[config.mk]
export PLATFORM = sky130hd
export DESIGN_NAME = link_quality_bitrate_adapter
export DESIGN_NICKNAME = d
export VERILOG_FILES = /design/src/design/lqba_pkg.sv /design/src/design/lqba_divider.sv /design/src/design/lqba_datapath.sv /design/src/design/lqba_control.sv /design/src/design/link_quality_bitrate_adapter.sv
export VERILOG_INCLUDE_DIRS = /design/src /design/src/design
export SDC_FILE = /design/constraint.sdc
export NUM_CORES = 2
export LEC_CHECK = 0
export ABC_AREA = 1
export BUFFER_PORTS_ARGS = -buffer_cell sky130_fd_sc_hd__buf_2
export CAP_MARGIN = 20
export CORE_MARGIN = 4
export CORE_UTILIZATION = 40
export CTS_CLUSTER_SIZE = 10
export DETAILED_ROUTE_END_ITERATION = 10
export SLEW_MARGIN = 20
export SYNTH_ARGS = -nofsm -noshare
export SYNTH_HDL_FRONTEND = slang
export SYNTH_SLANG_ARGS = --single-unit
[constraint.sdc]
create_clock -name clk -period 6.7 [get_ports clk]
set_input_delay 1.34 -clock clk [delete_from_list [all_inputs] [get_ports clk]]
set_output_delay 1.34 -clock clk [all_outputs]
set_load 0.05 [all_outputs]
[src/design/link_quality_bitrate_adapter_defines.svh]
// Assertion macros shared by the design files.
`ifndef LINK_QUALITY_BITRATE_ADAPTER_DEFINES_SVH
`define LINK_QUALITY_BITRATE_ADAPTER_DEFINES_SVH
`ifndef SYNTHESIS
`define LQBA_ASSERT(label, clk, rst_n, prop, msg) \
	label: assert property (@(posedge clk) disable iff (!rst_n) prop) else $error(msg);
`define LQBA_ASSERT_NR(label, clk, prop, msg) \
	label: assert property (@(posedge clk) prop) else $error(msg);
`else
`define LQBA_ASSERT(label, clk, rst_n, prop, msg)
`define LQBA_ASSERT_NR(label, clk, prop, msg)
`endif
`endif

[src/design/lqba_pkg.sv]
package lqba_pkg;

	localparam logic [1:0] REQ_REPORT = 2'd0;
	localparam logic [1:0] REQ_START  = 2'd1;
	localparam logic [1:0] REQ_STOP   = 2'd2;

	localparam logic [15:0] RATE_FLOOR   = 16'd1000;
	localparam logic [6:0]  FULL_QUALITY = 7'd100;
	localparam logic [15:0] MAX_RESET    = 16'd5000;

	localparam int DIV_W = 64;

	typedef enum logic [3:0] {
		ST_IDLE,
		ST_DECIDE,
		ST_DIV_Q,
		ST_DIV_FULL,
		ST_APPLY,
		ST_START_BW,
		ST_DIV_BW,
		ST_DIV_RATE,
		ST_OUT
	} state_t;

	// Commands from the controller to the datapath.
	typedef struct packed {
		logic load;        // capture the input item
		logic start_q;     // divide c*q by p
		logic start_full;  // divide c*c by m
		logic apply;       // apply delta, bump count, sums
		logic start_bw;    // divide bandwidth difference by count
		logic start_rate;  // divide rate difference by count
		logic do_start;    // start event
		logic do_stop;     // stop event
		logic finish;      // commit rate mean and last quality
	} cmd_t;

	typedef struct packed {
		logic div_busy;
		logic rule_q;
		logic rule_full;
	} status_t;

endpackage

[src/design/lqba_divider.sv]
// Restoring divider, one quotient bit per cycle.
module lqba_divider (
	input  logic                           clk,
	input  logic                           arst_n,
	input  logic                           start,
	input  logic [lqba_pkg::DIV_W-1:0]     dividend,
	input  logic [lqba_pkg::DIV_W-1:0]     divisor,
	output logic                           busy,
	output logic [lqba_pkg::DIV_W-1:0]     quotient
);
	localparam int CW = $clog2(lqba_pkg::DIV_W + 1);

	logic [lqba_pkg::DIV_W-1:0] quo_q;
	logic [lqba_pkg::DIV_W-1:0] rem_q;
	logic [lqba_pkg::DIV_W-1:0] den_q;
	logic [CW-1:0]              cnt_q;
	logic [lqba_pkg::DIV_W+1:0] trial;

	assign trial    = {1'b0, rem_q, quo_q[lqba_pkg::DIV_W-1]} - {2'b00, den_q};
	assign busy     = (cnt_q != '0);
	assign quotient = quo_q;

	always_ff @(posedge clk or negedge arst_n) begin
		if (!arst_n) begin
			cnt_q <= '0;
		end else if (start) begin
			cnt_q <= CW'(lqba_pkg::DIV_W);
		end else if (busy) begin
			cnt_q <= cnt_q - 1'b1;
		end
	end

	always_ff @(posedge clk) begin
		if (start) begin
			quo_q <= dividend;
			rem_q <= '0;
			den_q <= divisor;
		end else if (busy) begin
			if (!trial[lqba_pkg::DIV_W+1]) begin
				rem_q <= trial[lqba_pkg::DIV_W-1:0];
				quo_q <= {quo_q[lqba_pkg::DIV_W-2:0], 1'b1};
			end else begin
				rem_q <= {rem_q[lqba_pkg::DIV_W-2:0], quo_q[lqba_pkg::DIV_W-1]};
				quo_q <= {quo_q[lqba_pkg::DIV_W-2:0], 1'b0};
			end
		end
	end
endmodule

[src/design/lqba_datapath.sv]
`include "link_quality_bitrate_adapter_defines.svh"
module lqba_datapath #(
	parameter int COUNT_WIDTH = 32
) (
	input  logic                 clk,
	input  logic                 arst_n,
	input  lqba_pkg::cmd_t       cmd,
	output lqba_pkg::status_t    status,
	input  logic [15:0]          max_bitrate,
	input  logic [1:0]           req_type,
	input  logic [14:0]          link_quality,
	input  logic [30:0]          link_bandwidth,
	input  logic [30:0]          retransmitted_count,
	input  logic [30:0]          sent_count,
	output logic [15:0]          encode_bitrate,
	output logic                 bitrate_changed,
	output logic [30:0]          bandwidth_average,
	output logic [15:0]          bitrate_average,
	output logic [31:0]          retransmitted_total,
	output logic [31:0]          sent_total
);
	localparam int W = lqba_pkg::DIV_W;

	logic [14:0] q_q;
	logic [30:0] bw_q;
	logic [30:0] rt_q;
	logic [30:0] st_q;
	logic [15:0] rate_q;
	logic [14:0] lastq_q;
	logic [COUNT_WIDTH-1:0] count_q;
	logic [30:0] bwmean_q;
	logic [15:0] ratemean_q;
	logic [31:0] rsum_q;
	logic [31:0] ssum_q;
	logic        changed_q;
	logic        full_q;   // the full quality rule ran for this report
	logic        bw_neg_q;
	logic        rate_neg_q;

	logic          div_start;
	logic [W-1:0]  div_num;
	logic [W-1:0]  div_den;
	logic          div_busy;
	logic [W-1:0]  div_quo;

	logic [31:0]   product;
	logic          rule_q;
	logic          rule_full;
	logic signed [33:0] delta;
	logic signed [33:0] rsum;
	logic [15:0]   rnew;
	logic [15:0]   rclamp;
	logic [30:0]   bw_diff;
	logic [15:0]   rate_diff;
	logic [30:0]   bw_mean_next;
	logic [15:0]   rate_mean_next;

	assign rule_q    = (lastq_q != '0) && (q_q[14:8] != lastq_q[14:8]);
	assign rule_full = (lastq_q[14:8] == lqba_pkg::FULL_QUALITY)
		&& (q_q[14:8] == lqba_pkg::FULL_QUALITY) && (rate_q < max_bitrate);
	assign status = '{div_busy: div_busy, rule_q: rule_q, rule_full: rule_full};

	assign product = cmd.start_full ? (32'(rate_q) * 32'(rate_q))
	                                : (32'(rate_q) * 32'(q_q));

	// Operand selection for the shared divider.
	always_comb begin
		div_start = 1'b0;
		div_num   = '0;
		div_den   = W'(1);
		if (cmd.start_q || cmd.start_full) begin
			div_start = 1'b1;
			div_num   = W'(product);
			div_den   = cmd.start_full ? W'(max_bitrate) : W'(lastq_q);
		end else if (cmd.start_bw) begin
			div_start = 1'b1;
			div_num   = W'(bw_diff);
			div_den   = W'(count_q);
		end else if (cmd.start_rate) begin
			div_start = 1'b1;
			div_num   = W'(rate_diff);
			div_den   = W'(count_q);
		end
	end

	lqba_divider u_div (
		.clk      (clk),
		.arst_n   (arst_n),
		.start    (div_start),
		.dividend (div_num),
		.divisor  (div_den),
		.busy     (div_busy),
		.quotient (div_quo)
	);

	// Delta from the finished quotient; full_q remembers which rule ran.
	always_comb begin
		delta = '0;
		if (full_q) begin
			delta = $signed({2'b0, div_quo[31:0]});
		end else if (rule_q) begin
			delta = $signed({2'b0, div_quo[31:0]}) - $signed({18'b0, rate_q});
		end
		rsum   = $signed({18'b0, rate_q}) + (delta / 34'sd2);
		rnew   = rsum[15:0];
		rclamp = (rnew > max_bitrate) ? max_bitrate : rnew;
		if (rclamp < lqba_pkg::RATE_FLOOR) begin
			rclamp = lqba_pkg::RATE_FLOOR;
		end
	end

	assign bw_diff   = bw_neg_q ? (bwmean_q - bw_q) : (bw_q - bwmean_q);
	assign rate_diff = rate_neg_q ? (ratemean_q - rate_q) : (rate_q - ratemean_q);
	assign bw_mean_next   = bw_neg_q ? (bwmean_q - div_quo[30:0])
	                                 : (bwmean_q + div_quo[30:0]);
	assign rate_mean_next = rate_neg_q ? (ratemean_q - div_quo[15:0])
	                                   : (ratemean_q + div_quo[15:0]);

	always_ff @(posedge clk) begin
		if (cmd.load) begin
			q_q  <= link_quality;
			bw_q <= link_bandwidth;
			rt_q <= retransmitted_count;
			st_q <= sent_count;
		end
	end

	always_ff @(posedge clk or negedge arst_n) begin
		if (!arst_n) begin
			rate_q     <= '0;
			lastq_q    <= '0;
			count_q    <= '0;
			bwmean_q   <= '0;
			ratemean_q <= '0;
			rsum_q     <= '0;
			ssum_q     <= '0;
			changed_q  <= 1'b0;
			full_q     <= 1'b0;
			bw_neg_q   <= 1'b0;
			rate_neg_q <= 1'b0;
		end else begin
			if (cmd.load) begin
				changed_q <= 1'b0;
				full_q    <= 1'b0;
			end
			if (cmd.do_start) begin
				rate_q <= max_bitrate;
			end
			if (cmd.do_stop) begin
				count_q    <= '0;
				bwmean_q   <= '0;
				ratemean_q <= '0;
				rsum_q     <= '0;
				ssum_q     <= '0;
			end
			if (cmd.start_full) begin
				full_q <= 1'b1;
			end
			if (cmd.apply) begin
				if (((rule_q || full_q) && delta != '0) || (rate_q > max_bitrate)) begin
					rate_q    <= rclamp;
					changed_q <= 1'b1;
				end
				if (count_q != '1) begin
					count_q <= count_q + 1'b1;
				end
				rsum_q   <= rsum_q + 32'(rt_q);
				ssum_q   <= ssum_q + 32'(st_q);
				bw_neg_q <= (bw_q < bwmean_q);
			end
			if (cmd.start_bw) begin
				rate_neg_q <= (rate_q < ratemean_q);
			end
			if (cmd.start_rate) begin
				bwmean_q <= bw_mean_next;
			end
			if (cmd.finish && req_type == lqba_pkg::REQ_REPORT) begin
				ratemean_q <= rate_mean_next;
				lastq_q    <= q_q;
			end
		end
	end

	assign encode_bitrate      = rate_q;
	assign bitrate_changed     = changed_q;
	assign bandwidth_average   = bwmean_q;
	assign bitrate_average     = ratemean_q;
	assign retransmitted_total = rsum_q;
	assign sent_total          = ssum_q;

	`LQBA_ASSERT(a_rate_floor, clk, arst_n, $rose(changed_q) |-> (rate_q >= lqba_pkg::RATE_FLOOR), "changed rate below floor")
	`LQBA_ASSERT(a_changed_rate, clk, arst_n, $rose(changed_q) |-> (rate_q >= lqba_pkg::RATE_FLOOR) || (rate_q <= max_bitrate), "changed rate out of range")
	`LQBA_ASSERT(a_stop_clears, clk, arst_n, $past(cmd.do_stop) |-> (count_q == '0) && (rsum_q == '0), "stop did not clear figures")
endmodule

[src/design/lqba_control.sv]
`include "link_quality_bitrate_adapter_defines.svh"
module lqba_control (
	input  logic                 clk,
	input  logic                 arst_n,
	input  logic                 in_valid,
	output logic                 in_stall,
	input  logic [1:0]           req_type,
	output logic                 out_valid,
	input  logic                 out_stall,
	input  lqba_pkg::status_t    status,
	output lqba_pkg::cmd_t       cmd
);
	lqba_pkg::state_t state_q, state_d;
	logic [1:0] kind_q;
	logic       out_valid_q;
	logic       out_load;

	assign in_stall  = (state_q != lqba_pkg::ST_IDLE) || (out_valid_q && out_stall);
	assign out_valid = out_valid_q;

	always_ff @(posedge clk or negedge arst_n) begin
		if (!arst_n) begin
			state_q     <= lqba_pkg::ST_IDLE;
			kind_q      <= lqba_pkg::REQ_REPORT;
			out_valid_q <= 1'b0;
		end else begin
			state_q <= state_d;
			if (cmd.load) begin
				kind_q <= req_type;
			end
			if (out_load) begin
				out_valid_q <= 1'b1;
			end else if (!out_stall) begin
				out_valid_q <= 1'b0;
			end
		end
	end

	always_comb begin
		state_d  = state_q;
		cmd      = '0;
		out_load = 1'b0;
		unique case (state_q)
			lqba_pkg::ST_IDLE: begin
				if (in_valid && !in_stall) begin
					cmd.load = 1'b1;
					state_d  = lqba_pkg::ST_DECIDE;
				end
			end
			lqba_pkg::ST_DECIDE: begin
				if (kind_q == lqba_pkg::REQ_REPORT) begin
					if (status.rule_full) begin
						cmd.start_full = 1'b1;
						state_d        = lqba_pkg::ST_DIV_FULL;
					end else if (status.rule_q) begin
						cmd.start_q = 1'b1;
						state_d     = lqba_pkg::ST_DIV_Q;
					end else begin
						state_d = lqba_pkg::ST_APPLY;
					end
				end else begin
					cmd.do_start = (kind_q == lqba_pkg::REQ_START);
					cmd.do_stop  = (kind_q == lqba_pkg::REQ_STOP);
					state_d      = lqba_pkg::ST_OUT;
				end
			end
			lqba_pkg::ST_DIV_Q, lqba_pkg::ST_DIV_FULL: begin
				if (!status.div_busy) begin
					state_d = lqba_pkg::ST_APPLY;
				end
			end
			lqba_pkg::ST_APPLY: begin
				cmd.apply = 1'b1;
				state_d   = lqba_pkg::ST_START_BW;
			end
			// The bandwidth division needs the count and sign from the apply step.
			lqba_pkg::ST_START_BW: begin
				cmd.start_bw = 1'b1;
				state_d      = lqba_pkg::ST_DIV_BW;
			end
			lqba_pkg::ST_DIV_BW: begin
				if (!status.div_busy) begin
					cmd.start_rate = 1'b1;
					state_d        = lqba_pkg::ST_DIV_RATE;
				end
			end
			lqba_pkg::ST_DIV_RATE: begin
				if (!status.div_busy) begin
					cmd.finish = 1'b1;
					state_d    = lqba_pkg::ST_OUT;
				end
			end
			lqba_pkg::ST_OUT: begin
				if (!(out_valid_q && out_stall)) begin
					out_load = 1'b1;
					state_d  = lqba_pkg::ST_IDLE;
				end
			end
			default: state_d = lqba_pkg::ST_IDLE;
		endcase
	end

	`LQBA_ASSERT(a_one_cmd_div, clk, arst_n, $countones({cmd.start_q, cmd.start_full, cmd.start_bw, cmd.start_rate}) <= 1, "two divisions started at once")
	`LQBA_ASSERT(a_load_idle, clk, arst_n, cmd.load |-> state_q == lqba_pkg::ST_IDLE, "item loaded while busy")
	`LQBA_ASSERT(a_out_hold, clk, arst_n, out_load |-> !(out_valid_q && out_stall), "result overwritten")
endmodule

[src/design/link_quality_bitrate_adapter.sv]
// Link quality bitrate adapter. Each item (statistics report, stream start
// or stream stop) yields exactly one result carrying the encoder bitrate and
// the running statistics. One item is handled at a time. A start or stop
// item passes through the decide and output states only. A report waits on
// the shared 64-bit restoring divider, which works one bit per cycle, for
// the quality ratio (only when a quality rule fires) and for each of the
// two averages. A stalled result holds off the next item.
// max_bitrate sits at APB byte address 0 and should be written only while
// the block is idle.
module link_quality_bitrate_adapter #(
	parameter int COUNT_WIDTH = 32
) (
	input  logic        clk,
	input  logic        arst_n,
	input  logic        psel,
	input  logic        penable,
	input  logic        pwrite,
	input  logic [1:0]  paddr,
	input  logic [31:0] pwdata,
	output logic [31:0] prdata,
	output logic        pready,
	input  logic        in_valid,
	output logic        in_stall,
	input  logic [1:0]  req_type,
	input  logic [14:0] link_quality,
	input  logic [30:0] link_bandwidth,
	input  logic [30:0] retransmitted_count,
	input  logic [30:0] sent_count,
	output logic        out_valid,
	input  logic        out_stall,
	output logic [15:0] encode_bitrate,
	output logic        bitrate_changed,
	output logic [30:0] bandwidth_average,
	output logic [15:0] bitrate_average,
	output logic [31:0] retransmitted_total,
	output logic [31:0] sent_total
);
	lqba_pkg::cmd_t    cmd;
	lqba_pkg::status_t status;
	logic [15:0]       max_q;
	logic [1:0]        kind_q;

	// The only register is at address 0; other addresses read as zero.
	assign pready = 1'b1;
	assign prdata = (paddr == 2'd0) ? {16'd0, max_q} : 32'd0;

	always_ff @(posedge clk or negedge arst_n) begin
		if (!arst_n) begin
			max_q <= lqba_pkg::MAX_RESET;
		end else if (psel && penable && pwrite && paddr == 2'd0) begin
			max_q <= pwdata[15:0];
		end
	end

	// The request kind is held for the datapath's commit step.
	always_ff @(posedge clk or negedge arst_n) begin
		if (!arst_n) begin
			kind_q <= lqba_pkg::REQ_REPORT;
		end else if (cmd.load) begin
			kind_q <= req_type;
		end
	end

	lqba_control u_ctrl (
		.clk       (clk),
		.arst_n    (arst_n),
		.in_valid  (in_valid),
		.in_stall  (in_stall),
		.req_type  (req_type),
		.out_valid (out_valid),
		.out_stall (out_stall),
		.status    (status),
		.cmd       (cmd)
	);

	lqba_datapath #(.COUNT_WIDTH(COUNT_WIDTH)) u_dp (
		.clk                 (clk),
		.arst_n              (arst_n),
		.cmd                 (cmd),
		.status              (status),
		.max_bitrate         (max_q),
		.req_type            (kind_q),
		.link_quality        (link_quality),
		.link_bandwidth      (link_bandwidth),
		.retransmitted_count (retransmitted_count),
		.sent_count          (sent_count),
		.encode_bitrate      (encode_bitrate),
		.bitrate_changed     (bitrate_changed),
		.bandwidth_average   (bandwidth_average),
		.bitrate_average     (bitrate_average),
		.retransmitted_total (retransmitted_total),
		.sent_total          (sent_total)
	);
endmodule

==> impl_metrics.env <==
export IMPL_status="finished clean"
export IMPL_grt_pass1_vias=48100
export IMPL_antenna_found_initial=6
export IMPL_grt_max_degree=99
export IMPL_period_minus_slack_ns=6.49
export IMPL_ios=314
export IMPL_postRouteAntennaNets=0
export IMPL_crit_buf_inv=11
export IMPL_die_w_um=371
export IMPL_cts_sinks=476
export IMPL_clkTransAtPathRegs_ns=0.06
export IMPL_setup_viol_count_final=0
export IMPL_gp_congestion=0.966
export IMPL_core_area_sq_um=131000
export IMPL_setup_worst_path_start_class="flip-flop"
export IMPL_hpwl_um=146000
export IMPL_cp_common_cell="inv_1"
export IMPL_cap_violations=0
export IMPL_grt_use_total=0.259
export IMPL_cts_inserted_buffers=60
export IMPL_slew_headroom=0.327
export IMPL_dr_pass1_iters=7
export IMPL_initial_utilization=0.402
export IMPL_worst_slew_pin_slew_ns=1.01
export IMPL_skew_ns=0.0998
export IMPL_hold_viol_final=0
export IMPL_port_buffers=280
export IMPL_final_common_cell="nand2_1"
export IMPL_crit_slowest_cell="fa_1"
export IMPL_layout_cells_most_common_list="nand2_1 (1608), inv_1 (1401), nor2_1 (621), a21oi_1 (549)"
export IMPL_fp_dieArea_sq_um=138000
export IMPL_cts_hold_fix_buffers=0
export IMPL_drive_gt1_frac=0.0962
export IMPL_drc=0
export IMPL_reg2reg_slack_ns=0.21
export IMPL_clockBufferDepth=3
export IMPL_setup_tns_ns=0
export IMPL_htreeDepth=2
export IMPL_drt_initial_drc_count=3893
export IMPL_cts_tree="built"
export IMPL_avgSynthCellArea_sq_um=7.27
export IMPL_grt_pass1_wl_um=279000
export IMPL_area_delta_synth_final_pct=13.5
export IMPL_wire_per_inst_um=19.2
export IMPL_ctsRootBufferMaster="clkbuf_16"
export IMPL_vias_per_cell=5.22
export IMPL_path_max_fanout=27
export IMPL_syn_area_sq_um=52800
export IMPL_postSynthCellCount=7262
export IMPL_ys_warn_count=0
export IMPL_required_ns=7.15
export IMPL_end_kind="flip-flop"
export IMPL_nets=8668
export IMPL_rows=133
export IMPL_synth_main_ff_cell="edfxtp_1"
export IMPL_hold_class="reg2reg"
export IMPL_max_freq_mhz=154
export IMPL_ys_seq_area_frac=0.239
export IMPL_yosysUniqueCellTypes=66
export IMPL_worst_ep_arrival_time_ns=6.94
export IMPL_synth_edf_count=204
export IMPL_synth_seq_cells=476
export IMPL_routed_wl_um=182000
export IMPL_gr_total_overflow=0
export IMPL_crit_family="adder cells"
export IMPL_cpPeakStageDelay_ns=0.54
export IMPL_hp_start="u_dp.u_div.rem_q[4]$_SDFFE_PN0N_"
export IMPL_critPathKind="reg2reg"
export IMPL_clk_latency_ns=0.72
export IMPL_vias=49500
export IMPL_hold_end="u_dp.u_div.rem_q[5]$_SDFFE_PN0N_"
export IMPL_reg2reg_from="u_dp.encode_bitrate[7]$_DFF_PN0_"
export IMPL_worstRegToRegCells=25
export IMPL_r2r_end="u_dp.u_div.quotient[31]$_DFFE_PP_"
export IMPL_drv_slew=0
export IMPL_worstSetupStartpoint="u_dp.encode_bitrate[7]$_DFF_PN0_"
export IMPL_ys_async_sr_fraction=0.437
export IMPL_fin_crit_sh=0.969
export IMPL_hold_depth=2
export IMPL_die_h_um=371
==> cells by family after synthesis <==
group | after synthesis | share of synthesized area
flops | 476 | 0.239
compound gates | 1385 | 0.147
buf+inv | 1642 | 0.119
xor+xnor | 200 | 0.0332
other cells | 2 | 0.000142
simple gates | 2701 | 0.208
fa+ha+maj | 847 | 0.251
mux | 9 | 0.00171
==> sequential cells by signal, summed over array words and instances (netlist names), 2 cells and up <==
register / flops
u_dp.q_q: 15
u_dp.bw_q: 31
u_dp.lastq_q: 15
max_q: 16
u_dp.bandwidth_average: 31
u_dp.count_q: 32
u_dp.bitrate_average: 16
u_dp.retransmitted_total: 32
u_ctrl.state_q: 4
u_ctrl.kind_q: 2
u_dp.u_div.den_q: 32
u_dp.u_div.quotient: 64
u_dp.rt_q: 31
u_dp.u_div.rem_q: 64
u_dp.u_div.cnt_q: 7
u_dp.st_q: 31
u_dp.encode_bitrate: 16
u_dp.sent_total: 32
==> worst max-delay path by stage <==
stage	endpoint	slack, ns	cells past startpoint
2_1_floorplan	u_dp.u_div.quotient[28]$_DFFE_PP_	0.17	25
3_3_place_gp	u_dp.encode_bitrate[6]$_DFF_PN0_	0.12	41
3_5_place_dp	u_dp.u_div.quotient[31]$_DFFE_PP_	0.03	24
4_1_cts	u_dp.u_div.quotient[31]$_DFFE_PP_	0.01	24
5_1_grt	u_dp.encode_bitrate[6]$_DFF_PN0_	-0.02	42
6_report	u_dp.u_div.quotient[31]$_DFFE_PP_	0.21	25
==> worst register-to-register path, stage by stage, from the launching register on <==
cell and delay (ns):
dfrtp_1 0.37, buf_12 0.24, clkinvlp_4 0.17, buf_4 0.16, fa_1 0.54, inv_1 0.06, fa_1 0.51, inv_1 0.06
fa_1 0.52, inv_1 0.05, fa_1 0.47, inv_1 0.05, fa_1 0.45, fa_1 0.49, inv_1 0.04, ha_1 0.34
a21oi_1 0.20, inv_1 0.06, a31oi_1 0.14, a21boi_1 0.26, inv_1 0.10, nand4_1 0.13, o2111ai_1 0.24, o21ai_1 0.31
buf_4 0.18, o21ai_0 0.08
==> synthesized netlist by cell type (26+ instances only) <==
library cell / number / area, sq um
inv_1: 1405 / 5270
o21ai_0: 495 / 2480
o211ai_1: 59 / 443
nor4_1: 27 / 169
nor3_1: 73 / 365
a21o_1: 26 / 195
a21oi_1: 553 / 2770
o22ai_1: 37 / 231
dfrtp_1: 203 / 5080
nand3_1: 217 / 1090
dfxtp_1: 64 / 1280
clkbuf_1: 158 / 593
xnor2_1: 73 / 639
nand4_1: 74 / 463
or2_2: 34 / 213
edfxtp_1: 204 / 6130
a31oi_1: 42 / 263
nand2_1: 1615 / 6060
nor2_1: 625 / 2350
ha_1: 491 / 6140
fa_1: 356 / 7130
xor2_1: 127 / 1110
==> layer usage <==
metal  track usage  part of all wire  vias to the layer above
met2         0.420              0.45                     1598
met3        0.0353             0.067                      230
met1         0.363              0.45                    23600
met4        0.0707             0.030                        0
met5             0                 0                        -
li1              -                 -                    24100
==> timing repair <==
| item | CTS | global route |
|---|---|---|
| gates resized for setup | 0 | 33 |
| setup endpoints to repair | 0 | 25 |
| setup buffers | 0 | 11 |
==> through the flow <==
stage           util  cells  hold WS, ns  setup slack (ns)  cell area, sq um
2_1_floorplan      -   7277        0.440             0.170             52800
4_1_cts        0.454   9463        0.422            0.0120             59600
3_3_place_gp   0.440   9350        0.459             0.117             57700
6_report       0.456   9477        0.430             0.206             59900
3_5_place_dp   0.440   9350        0.472            0.0316             57700
5_1_grt        0.456   9477        0.429           -0.0246             59900
==> layout make-up <==
| type | count | area [sq um] |
|---|---|---|
| clock buffer | 95 | 1680 |
| sequential | 476 | 12600 |
| antenna | 1 | 2.50 |
| multi-input combinational | 5159 | 34000 |
| clock inverter | 18 | 218 |
| fill | 13600 | 71400 |
| inverter | 1419 | 5340 |
| timing repair buffer | 554 | 3790 |
| tap | 1755 | 2200 |
Power is not shown: default switching activity piles up to over one toggle a cycle in this logic, so the estimate is an artifact.
